--- config.mk ---
export PLATFORM = sky130hd
export DESIGN_NAME = magnetometer_heading_unit
export DESIGN_NICKNAME = d
export VERILOG_FILES = /design/src/rtl/core/mh_pkg.sv /design/src/rtl/core/mh_front.sv /design/src/rtl/core/mh_queue.sv /design/src/rtl/core/mh_back.sv /design/src/rtl/core/magnetometer_heading_unit.sv
export SDC_FILE = /design/constraint.sdc
export NUM_CORES = 2
export LEC_CHECK = 0
export BUFFER_PORTS_ARGS = -buffer_cell sky130_fd_sc_hd__buf_2
export CAP_MARGIN = 20
export CORE_MARGIN = 8
export CORE_UTILIZATION = 25
export DETAILED_ROUTE_END_ITERATION = 10
export SYNTH_ARGS = -nofsm -noshare
export SYNTH_HDL_FRONTEND = slang
export SYNTH_SLANG_ARGS = --single-unit
--- constraint.sdc ---
create_clock -name clk_i -period 15.7 [get_ports clk_i]
set_input_delay 0.785 -clock clk_i [delete_from_list [all_inputs] [get_ports clk_i]]
set_output_delay 0.785 -clock clk_i [all_outputs]
set_load 0.03 [all_outputs]
--- src/rtl/core/mh_pkg.sv ---
// ----------------------------------------------------------------------------
// mh_pkg
// Shared types and constants of the magnetometer heading unit.
// ----------------------------------------------------------------------------
`default_nettype none

package mh_pkg;

  localparam int CordicSteps     = 16;
  localparam int HeadingFracBits = 7;
  localparam int AtanLen         = 24;

  // datapath width: 17-bit pre-rotated word, 16 fraction bits, CORDIC gain
  localparam int DpW   = 36;
  localparam int FullW = 9 + HeadingFracBits;
  localparam int ProdW = 32 + FullW;

  localparam logic [FullW-1:0] FullTurn = FullW'(360 << HeadingFracBits);
  localparam logic [31:0] HalfTurnPhase = 32'h8000_0000;
  localparam logic signed [15:0] OverflowMark = -16'sd4096;

  localparam int QDepth = 4;
  localparam int QPtrW  = $clog2(QDepth);
  localparam int QCntW  = $clog2(QDepth + 1);

  localparam int PAddrW = 3;
  localparam logic RegChipKind = 1'b0;

  localparam logic [31:0] AtanTable [AtanLen] = '{
    32'd536870912, 32'd316933406, 32'd167458907, 32'd85004756,
    32'd42667331,  32'd21354465,  32'd10679838,  32'd5340245,
    32'd2670163,   32'd1335087,   32'd667544,    32'd333772,
    32'd166886,    32'd83443,     32'd41722,     32'd20861,
    32'd10430,     32'd5215,      32'd2608,      32'd1304,
    32'd652,       32'd326,       32'd163,       32'd81
  };

  typedef enum logic [1:0] {
    ChipUnknown = 2'd0,
    ChipLittle  = 2'd1,
    ChipBig     = 2'd2
  } chip_kind_e;

  typedef struct packed {
    logic [7:0] byte_0;
    logic [7:0] byte_1;
    logic [7:0] byte_2;
    logic [7:0] byte_3;
    logic [7:0] byte_4;
    logic [7:0] byte_5;
    logic       bus_error;
  } in_t;

  typedef struct packed {
    logic [15:0] heading;
    logic        valid_res;
  } out_t;

  // classified request: pre-rotated vector plus flags
  typedef struct packed {
    logic signed [16:0] x;
    logic signed [16:0] y;
    logic               half;
    logic               zero;
    logic               ok;
  } item_t;

  typedef struct packed {
    logic full;
    logic empty;
  } q_stat_t;

endpackage

`default_nettype wire

--- src/rtl/core/mh_front.sv ---
// ----------------------------------------------------------------------------
// mh_front
// Accepts a burst, decodes X/Y per chip kind, flags invalid requests and
// turns left-half vectors by 180 degrees.
// ----------------------------------------------------------------------------
`default_nettype none

module mh_front (
  input  wire logic             in_valid_i,
  output logic                  in_ready_o,
  input  wire mh_pkg::in_t      in_data_i,
  input  wire logic [1:0]       chip_kind_i,
  input  wire mh_pkg::q_stat_t  q_stat_i,
  output logic                  push_o,
  output mh_pkg::item_t         item_o
);

  logic signed [15:0] x16, y16;
  logic signed [16:0] x17, y17;
  logic               kind_ok;

  assign in_ready_o = !q_stat_i.full;
  assign push_o     = in_valid_i && in_ready_o;

  always_comb begin
    kind_ok = 1'b1;
    x16     = '0;
    y16     = '0;
    unique case (chip_kind_i)
      mh_pkg::ChipLittle: begin
        x16 = {in_data_i.byte_1, in_data_i.byte_0};
        y16 = {in_data_i.byte_3, in_data_i.byte_2};
      end
      mh_pkg::ChipBig: begin
        x16 = {in_data_i.byte_0, in_data_i.byte_1};
        y16 = {in_data_i.byte_4, in_data_i.byte_5};
      end
      default: kind_ok = 1'b0;
    endcase
  end

  assign x17 = {x16[15], x16};
  assign y17 = {y16[15], y16};

  always_comb begin
    item_o.ok   = kind_ok && !in_data_i.bus_error &&
                  (x16 != mh_pkg::OverflowMark) && (y16 != mh_pkg::OverflowMark);
    item_o.zero = (x16 == '0) && (y16 == '0);
    item_o.half = x16[15];
    item_o.x    = x16[15] ? -x17 : x17;
    item_o.y    = x16[15] ? -y17 : y17;
  end

endmodule

`default_nettype wire

--- src/rtl/core/mh_queue.sv ---
// ----------------------------------------------------------------------------
// mh_queue
// Small request queue between the front and the CORDIC back end.
// ----------------------------------------------------------------------------
`default_nettype none

module mh_queue (
  input  wire logic            clk_i,
  input  wire logic            rst_ni,
  input  wire logic            push_i,
  input  wire mh_pkg::item_t   item_i,
  input  wire logic            pop_i,
  output mh_pkg::item_t        item_o,
  output mh_pkg::q_stat_t      stat_o
);

  mh_pkg::item_t                mem_q [mh_pkg::QDepth];
  logic [mh_pkg::QPtrW-1:0]     wr_q, wr_d, rd_q, rd_d;
  logic [mh_pkg::QCntW-1:0]     cnt_q, cnt_d;

  assign stat_o.full  = (cnt_q == mh_pkg::QCntW'(mh_pkg::QDepth));
  assign stat_o.empty = (cnt_q == '0);
  assign item_o       = mem_q[rd_q];

  always_comb begin
    wr_d  = push_i ? wr_q + 1'b1 : wr_q;
    rd_d  = pop_i  ? rd_q + 1'b1 : rd_q;
    cnt_d = cnt_q + mh_pkg::QCntW'(push_i) - mh_pkg::QCntW'(pop_i);
  end

  always_ff @(posedge clk_i or negedge rst_ni) begin
    if (!rst_ni) begin
      wr_q  <= '0;
      rd_q  <= '0;
      cnt_q <= '0;
    end else begin
      wr_q  <= wr_d;
      rd_q  <= rd_d;
      cnt_q <= cnt_d;
    end
  end

  always_ff @(posedge clk_i) begin
    if (push_i) begin
      mem_q[wr_q] <= item_i;
    end
  end

endmodule

`default_nettype wire

--- src/rtl/core/mh_back.sv ---
// ----------------------------------------------------------------------------
// mh_back
// Unrolled vectoring CORDIC, phase-to-degree scaling and output register.
// ----------------------------------------------------------------------------
`default_nettype none

module mh_back (
  input  wire logic            clk_i,
  input  wire logic            rst_ni,
  input  wire mh_pkg::item_t   item_i,
  input  wire mh_pkg::q_stat_t q_stat_i,
  output logic                 pop_o,
  output logic                 out_valid_o,
  input  wire logic            out_ready_i,
  output mh_pkg::out_t         out_data_o
);

  localparam int N = mh_pkg::CordicSteps;
  localparam int W = mh_pkg::DpW;

  logic                     s_v_q    [N+1];
  logic signed [W-1:0]      s_x_q    [N+1];
  logic signed [W-1:0]      s_y_q    [N+1];
  logic [31:0]              s_ph_q   [N+1];
  logic                     s_ok_q   [N+1];
  logic                     s_zero_q [N+1];

  logic                     m_v_q, m_ok_q, m_zero_q;
  logic [mh_pkg::ProdW-1:0] m_prod_q, m_sum;
  logic [mh_pkg::FullW-1:0] h;

  logic                     o_v_q;
  mh_pkg::out_t             o_data_q, o_data_d;
  logic                     en;

  assign en          = !o_v_q || out_ready_i;
  assign pop_o       = en && !q_stat_i.empty;
  assign out_valid_o = o_v_q;
  assign out_data_o  = o_data_q;

  // stage valids
  always_ff @(posedge clk_i or negedge rst_ni) begin
    if (!rst_ni) begin
      for (int k = 0; k <= N; k++) begin
        s_v_q[k] <= 1'b0;
      end
      m_v_q <= 1'b0;
      o_v_q <= 1'b0;
    end else if (en) begin
      s_v_q[0] <= !q_stat_i.empty;
      for (int k = 0; k < N; k++) begin
        s_v_q[k+1] <= s_v_q[k];
      end
      m_v_q <= s_v_q[N];
      o_v_q <= m_v_q;
    end
  end

  // load stage: scale by 2^16
  always_ff @(posedge clk_i) begin
    if (en) begin
      s_x_q[0]    <= {{(W-33){item_i.x[16]}}, item_i.x, 16'h0000};
      s_y_q[0]    <= {{(W-33){item_i.y[16]}}, item_i.y, 16'h0000};
      s_ph_q[0]   <= item_i.half ? mh_pkg::HalfTurnPhase : 32'h0;
      s_ok_q[0]   <= item_i.ok;
      s_zero_q[0] <= item_i.zero;
    end
  end

  for (genvar k = 0; k < N; k++) begin : g_step
    logic signed [W-1:0] dx, dy;
    assign dx = s_y_q[k] >>> k;
    assign dy = s_x_q[k] >>> k;

    always_ff @(posedge clk_i) begin
      if (en) begin
        if (!s_y_q[k][W-1]) begin
          s_x_q[k+1]  <= s_x_q[k] + dx;
          s_y_q[k+1]  <= s_y_q[k] - dy;
          s_ph_q[k+1] <= s_ph_q[k] + mh_pkg::AtanTable[k];
        end else begin
          s_x_q[k+1]  <= s_x_q[k] - dx;
          s_y_q[k+1]  <= s_y_q[k] + dy;
          s_ph_q[k+1] <= s_ph_q[k] - mh_pkg::AtanTable[k];
        end
        s_ok_q[k+1]   <= s_ok_q[k];
        s_zero_q[k+1] <= s_zero_q[k];
      end
    end
  end

  // phase times full turn
  always_ff @(posedge clk_i) begin
    if (en) begin
      m_prod_q <= mh_pkg::ProdW'(s_ph_q[N]) * mh_pkg::ProdW'(mh_pkg::FullTurn);
      m_ok_q   <= s_ok_q[N];
      m_zero_q <= s_zero_q[N];
    end
  end

  assign m_sum = m_prod_q + mh_pkg::ProdW'(33'h0_8000_0000);
  assign h     = m_sum[mh_pkg::ProdW-1:32];

  always_comb begin
    o_data_d.valid_res = m_ok_q;
    o_data_d.heading   = 16'(h);
    if (!m_ok_q || m_zero_q || (h >= mh_pkg::FullTurn)) begin
      o_data_d.heading = '0;
    end
  end

  always_ff @(posedge clk_i) begin
    if (en) begin
      o_data_q <= o_data_d;
    end
  end

endmodule

`default_nettype wire

--- src/rtl/core/magnetometer_heading_unit.sv ---
// ----------------------------------------------------------------------------
// magnetometer_heading_unit
// Compass heading from a six-byte magnetometer burst.
// ----------------------------------------------------------------------------
// One request per clock is taken and one result per clock is given while the
// output is not stalled. A request passes through the request queue, one load
// stage, one unrolled CORDIC stage per step, a multiply stage and the output
// register. A four-entry queue sits between the decode front and the CORDIC
// pipeline; the pipeline advances as a whole whenever its output register is
// free or being taken. Heading is in 1/128 degree, 0 with valid_res low for
// bus errors, overflow samples or an unknown chip kind. Register chip_kind
// (address 0) must only be written while no request is in flight.
`default_nettype none

module magnetometer_heading_unit (
  input  wire logic                       clk_i,
  input  wire logic                       rst_ni,

  input  wire logic                       in_valid_i,
  output logic                            in_ready_o,
  input  wire mh_pkg::in_t                in_data_i,

  output logic                            out_valid_o,
  input  wire logic                       out_ready_i,
  output mh_pkg::out_t                    out_data_o,

  input  wire logic                       psel,
  input  wire logic                       penable,
  input  wire logic                       pwrite,
  input  wire logic [mh_pkg::PAddrW-1:0]  paddr,
  input  wire logic [31:0]                pwdata,
  output logic [31:0]                     prdata,
  output logic                            pready
);

  logic [1:0]      chip_kind_q, chip_kind_d;
  logic            cfg_wr;
  logic            push, pop;
  mh_pkg::item_t   f_item, q_item;
  mh_pkg::q_stat_t q_stat;

  assign pready = 1'b1;
  assign cfg_wr = psel && penable && pwrite && pready &&
                  (paddr[mh_pkg::PAddrW-1] == mh_pkg::RegChipKind);
  assign chip_kind_d = cfg_wr ? pwdata[1:0] : chip_kind_q;

  always_comb begin
    prdata = '0;
    if (paddr[mh_pkg::PAddrW-1] == mh_pkg::RegChipKind) begin
      prdata = {30'h0, chip_kind_q};
    end
  end

  always_ff @(posedge clk_i or negedge rst_ni) begin
    if (!rst_ni) begin
      chip_kind_q <= mh_pkg::ChipUnknown;
    end else begin
      chip_kind_q <= chip_kind_d;
    end
  end

  mh_front u_front (
    .in_valid_i  (in_valid_i),
    .in_ready_o  (in_ready_o),
    .in_data_i   (in_data_i),
    .chip_kind_i (chip_kind_q),
    .q_stat_i    (q_stat),
    .push_o      (push),
    .item_o      (f_item)
  );

  mh_queue u_queue (
    .clk_i  (clk_i),
    .rst_ni (rst_ni),
    .push_i (push),
    .item_i (f_item),
    .pop_i  (pop),
    .item_o (q_item),
    .stat_o (q_stat)
  );

  mh_back u_back (
    .clk_i       (clk_i),
    .rst_ni      (rst_ni),
    .item_i      (q_item),
    .q_stat_i    (q_stat),
    .pop_o       (pop),
    .out_valid_o (out_valid_o),
    .out_ready_i (out_ready_i),
    .out_data_o  (out_data_o)
  );

  a_invalid_zero: assert property (@(posedge clk_i) disable iff (!rst_ni)
    out_valid_o && !out_data_o.valid_res |-> out_data_o.heading == '0)
    else $error("invalid result with nonzero heading");

  a_heading_range: assert property (@(posedge clk_i) disable iff (!rst_ni)
    out_valid_o |-> out_data_o.heading < 16'(mh_pkg::FullTurn))
    else $error("heading out of range");

  a_push_fills: assert property (@(posedge clk_i) disable iff (!rst_ni)
    push |=> !q_stat.empty)
    else $error("queue empty after push");

  a_no_pop_empty: assert property (@(posedge clk_i) disable iff (!rst_ni)
    pop |-> !q_stat.empty)
    else $error("pop from empty queue");

endmodule

`default_nettype wire

==> Word level (Yosys, flattened, before mapping) <==
Memories as Yosys holds them, arrays and structs flattened. A register that Yosys moved wholly into a read port is not among the register bits.
Index checks and enable logic that the tools add are counted.
{ "classes": {"n_eq_ne": 5, "magnitude_cmp": 1, "reduce_logical": 21, "n_addsub": 102, "bitwise_logic": 49, "n_mul": 1, "muxes": 155} }
{ "op_table": {"columns": ["cell", "count"], "rows": [
  ["$mux W36", 32],
  ["$mux W32", 17],
  ["$mux W1", 101],
  ["$add A36 B21 Y36", 2],
  ["$add A36 B22 Y36", 2],
  ["$add A36 B23 Y36", 2],
  ["$add A36 B24 Y36", 2],
  ["$add A36 B25 Y36", 2],
  ["$add A36 B26 Y36", 2],
  ["$add A36 B27 Y36", 2],
  ["$add A36 B28 Y36", 2],
  ["$add A36 B29 Y36", 2],
  ["$add A36 B30 Y36", 2],
  ["$add A36 B31 Y36", 2],
  ["$add A36 B32 Y36", 2],
  ["$add A36 B33 Y36", 2],
  ["$add A36 B34 Y36", 2],
  ["$add A36 B35 Y36", 2],
  ["$sub A36 B21 Y36", 2],
  ["$sub A36 B22 Y36", 2],
  ["$sub A36 B23 Y36", 2],
  ["$sub A36 B24 Y36", 2],
  ["$sub A36 B25 Y36", 2],
  ["$sub A36 B26 Y36", 2],
  ["other kinds (65)", 142]
]} }
{ "word_totals": {"output_inout_bits": 52, "input_bits": 91, "mem_count": 6, "ff_bits": 83, "ramBits": 1950, "word_cells": 366} }
{ "memory_table": {"columns": ["memory", "words", "width", "read_ports", "rd_clocked_by_memory_dff", "write_ports", "line_no", "rtl"], "rows": [
  ["u_back.s_x_q", 17, 36, 16, 0, 17, "mh_back.sv:22", "logic signed [W-1:0] s_x_q [N+1];"],
  ["u_back.s_y_q", 17, 36, 16, 0, 17, "mh_back.sv:23", "logic signed [W-1:0] s_y_q [N+1];"],
  ["u_back.s_ph_q", 17, 32, 17, 0, 17, "mh_back.sv:24", "logic [31:0] s_ph_q [N+1];"],
  ["u_queue.mem_q", 4, 37, 1, 0, 1, "mh_queue.sv:17", "mh_pkg::item_t mem_q [mh_pkg::QDepth];"],
  ["u_back.s_ok_q", 17, 1, 17, 1, 17, "mh_back.sv:25", "logic s_ok_q [N+1];"],
  ["u_back.s_zero_q", 17, 1, 17, 1, 17, "mh_back.sv:26", "logic s_zero_q [N+1];"]
]} }

==> Longest topological paths before layout <==
{ "logic_depth": {"ltp_word": 6, "mapped_depth": 23, "ltp_nobuf": 21} }

==> Modules after synthesis <==
From an unflattened synthesis, not the netlist that was laid out.
{ "unflattened": {"hier_cells": 12836, "hier_area_um2": 127154.5} }
{ "modules_own_cells": {"columns": ["module", "area_per_inst_um2", "n_inst", "seq_area_each_um2", "cells_each"], "rows": [
  ["mh_back", 119503.4, 1, 42846.1, 12321],
  ["mh_queue", 5719.2, 1, 4619.4, 227],
  ["mh_front", 1570.3, 1, 0.0, 248],
  ["magnetometer_heading_unit", 361.6, 1, 50.0, 40]
]} }

==> Worst setup path after synthesis <==
No wires, ideal clock.
{ "synth_timing": {"path_type": "input-to-reg", "startpoint": "in out_ready_i", "endpoint": "mem u_back.s_y_q[9][35] (netlist name), data pin", "setup_slack_ps": 10150, "required_ps": 15441, "path_stages": 22, "setup_ps": 259, "path_buffers": 4, "arrival_ps": 5291, "cell_sequence": "nor2b_1 buf_2 inv_2 buf_2 clkbuf_1 nand2_1 inv_1 buf_1 nor2_1 xor2_1 ha_1 o21a_1 a211oi_2 nor3b_1 o31a_1 a311o_1 o41ai_4 o22ai_1 a21oi_2 o21ai_1 a21oi_1 xnor2_1"} }
{ "synth_rtl": {"columns": ["element", "line_no", "rtl"], "rows": [
  ["start: declaration", "magnetometer_heading_unit.sv:24", "input wire logic out_ready_i,"],
  ["end: declaration", "mh_back.sv:23", null]
]} }

==> summary.txt <==
Ratio of final minimum period to clock period = 42.7%
CP Launch Point = u_back.out_valid_o
Critical register-to-register path startpoint = u_back.out_valid_o
Clock Tree Root = clkbuf_16
Critical path peak fanout = 46
DRC violations left = 0
Initial antenna violation count = 2
Met3 layer usage reported by global route = 1.30%
Clock tree buffer depth = 4
Met1 Resource Use GR = 12.9%
Number of vias in the routed layout = 93,100
DRT Pass-1 Iters = 6
CP most frequent cell = buf_4
Max stage delay cell, worst path = a2111oi_0
Final max-slew violation count = 0
Detail-routed via count per cell = 4.70
Clock sinks = 1,587
Half-perimeter wire length after detailed placement = 237,000 um
Met2 usage in global routing = 19.2%
Clock tree from TritonCTS = yes
Async SR Flop Fraction = 1.76%
Critical path capture point type = flop
Top cell type by total area after synthesis = edfxtp_1
Growth of design area from synthesis to finish = 11.0%
Dominant synthesized flop cell = edfxtp_1
Hold slack = 147 ps
Number of gates resized after cts = 0
Vias in the first global route = 90,000
Outcome = finished, final reports clean
Largest clock skew in the final design = 105 ps
Number of cell rows = 261
Cell count after synthesis = 12,900
Post-DRT Antenna Nets = 0
Synthesized flop and latch total = 1,587
Sequential element share of the synthesized area = 37.4%
NumNets Final = 14,500
Count of final setup violators = 0
Non-Filler Cell Area, Final = 141,000 um^2
Crit Path Class = flop to flop
Number of design-rule violations left by the first detailed-router iteration = 5,466
Final setup slack of the worst path = 9000 ps
Synthesis warning total = 0
Worst min-delay path category = input pin to flop
Count of distinct cell types in the synthesized netlist = 112
H-tree levels = 4
Count of input and output buffers = 79
Final routed wirelength across all metal layers = 298,000 um
Number of enable flip-flop cells after synthesis = 1,559
Ratio of cells with drive above 1 in the final layout = 4.62%
Netlist area before placement = 127,000 um^2
Wire length of the first global-routing pass = 474,000 um
Slew margin rel. = 24.7%
Wirelength per Cell = 15.1 um
Floorplan core area = 506,000 um^2
Initial core utilization = 25.1%
Multi-input logic area = 76,100 um^2
Die height = 729 um
Total count of hold-check failures in the final report = 0
Clock buffer count from CTS = 181
Clock insertion delay at the later pin of the skew report = 880 ps
Clock Pin Slew Worst Setup and Hold Paths = 60 ps
Signal arrival time at the worst endpoint = 7260 ps
Startpoint of the tightest hold check path = pwdata[1]
Post-CTS Setup Bufs = 0
Place WS = 8340 ps
Setup total negative slack = 0 ps
Actual slew at the worst max-slew pin = 1100 ps
Largest cells by area after synthesis = edfxtp_1, ha_1, xnor2_1
Filler instances = 53,100
Worst Setup Start Kind = flop
Portion of synthesized cell area occupied by the leading cell type = 36.9%
CTS Hold Bufs = 1
Die outline width = 729 um
Top-level I/O count = 143
Number of violations of the max-capacitance limit = 0
Synthesized area divided by synthesized cell count = 9.87 um^2
Unrepaired setup endpoints after global routing = false
Maximum number of pins on one net before global-route repair = 86
Min Clock Period, post-route = 6700 ps
Critical-path cell list = nor2b_4 -> buf_4 -> inv_4 -> buf_4 -> nand2_1 -> buf_4 -> inv_1 -> buf_4 -> a21oi_1 -> xor2_1 -> ha_1 -> fa_1 -> a21o_1 -> a21oi_1 -> o21bai_1 -> a2111oi_0 -> nor4_1 -> o2111ai_1 -> nand2_1 -> a211oi_1 -> o41ai_1 -> a21oi_1 -> xnor2_1
Maximum operating frequency = 0.149 GHz
Required time reported for the critical path endpoint = 16,260 ps
Largest stage delay on the critical path = 980 ps
Gpl congestion = 0.890
Global routing's busiest layer = met2
Total track usage = 10.7%
Area of placed instances = 135,000 um^2
Die area = 531,000 um^2
Total congestion overflow = 0
Register cell area after layout = 47,500 um^2
==> sequential cells by signal (all words and copies together), names as in the netlist, 148 cells and up <==
register / count
u_back.s_y_q: 460
u_back.s_x_q: 441
u_back.s_ph_q: 440
u_queue.mem_q: 148
==> metal layers <==
metal	vias up	share of wire, %
li1	47700	-
met1	43200	44
met2	1600	49
met3	567	3.3
met4	0	4.4
met5	-	0
==> synth_stat cells (all sizes together) (44+ instances only) <==
master,count
edfxtp,1559
ha,1387
a21oi,1172
xnor2,1157
nor2,958
nand2,851
o21ai,731
a21o,646
xor2,633
inv,632
nor3,261
nand3,223
clkbuf,188
o21a,176
nand2b,170
nor2b,163
o21bai,163
o31ai,147
or3,103
and3,102
nor4,95
a31oi,94
fa,91
nand4,90
a211oi,87
and2,73
o41ai,68
buf,61
o211ai,54
a21boi,51
or4,49
a22oi,44
==> area by class of cell <==
class / instances / area share [%]
diodes: 1 / 0.00178
clock buffers: 216 / 3.34
clock inverters: 94 / 0.625
inverters: 636 / 1.71
multi-input cells: 10400 / 54.0
flip-flops and latches: 1587 / 33.7
well taps: 6706 / 5.95
repair buffers: 147 / 0.659
==> stage by stage <==
step / instances / utilization [%]
6_report: 19800 / 27.9
5_1_grt: 19800 / 27.9
4_1_cts: 19800 / 27.9
3_5_place_dp: 19500 / 26.8
3_3_place_gp: 19500 / 26.8
2_1_floorplan: 12900 / -
==> critical path, delay by kind of cell, from the launching register on <==
family / cells / cell delay (ps)
compound gates: 9 / 2560
xor+xnor: 2 / 250
flops: 1 / 370
simple gates: 4 / 570
buf+inv: 6 / 1950
fa+ha+maj: 2 / 620
==> cell usage in the layout (no fill, tap or decap), drive strengths merged, types with 68 or more instances in the layout <==
master and n:
edfxtp 1559, ha 1387, a21oi 1172, xnor2 1157, nor2 958, nand2 851
o21ai 731, a21o 646, inv 635, xor2 633, nor3 261, nand3 223
clkbuf 216, o21a 176, nand2b 170, o21bai 163, nor2b 163, o31ai 147
buf 146, or3 103, and3 102, nor4 95, a31oi 94, fa 91
nand4 90, a211oi 87, and2 73, clkinv 71, o41ai 68
==> kinds of logic after synthesis <==
| group | synth area share (%) |
|---|---|
| AOI/OAI and AO/OA | 19.0 |
| buffers and inverters | 2.71 |
| other | 0.00592 |
| adders and majority gates | 15.1 |
| muxes | 0.941 |
| DFF | 37.4 |
| and+or+nand+nor | 12.4 |
| xor gates and xnor gates | 12.3 |
==> final timing paths <==
check                                 endpoint  cells past startpoint  slack (ps)
setup / recovery           u_back.s_y_q[5][34]                     23        9000
hold / removal                  chip_kind_q[1]                      2         150
setup reg to reg           u_back.s_y_q[5][34]                     23        9000
hold reg to reg            u_back.s_zero_q[13]                      0         410
max in group asynchronous      u_back.s_v_q[5]                      2       14530
min in group asynchronous       chip_kind_q[0]                      2         540
Power is not shown: default switching activity piles up to over one toggle a cycle in this logic, so the estimate is an artifact.
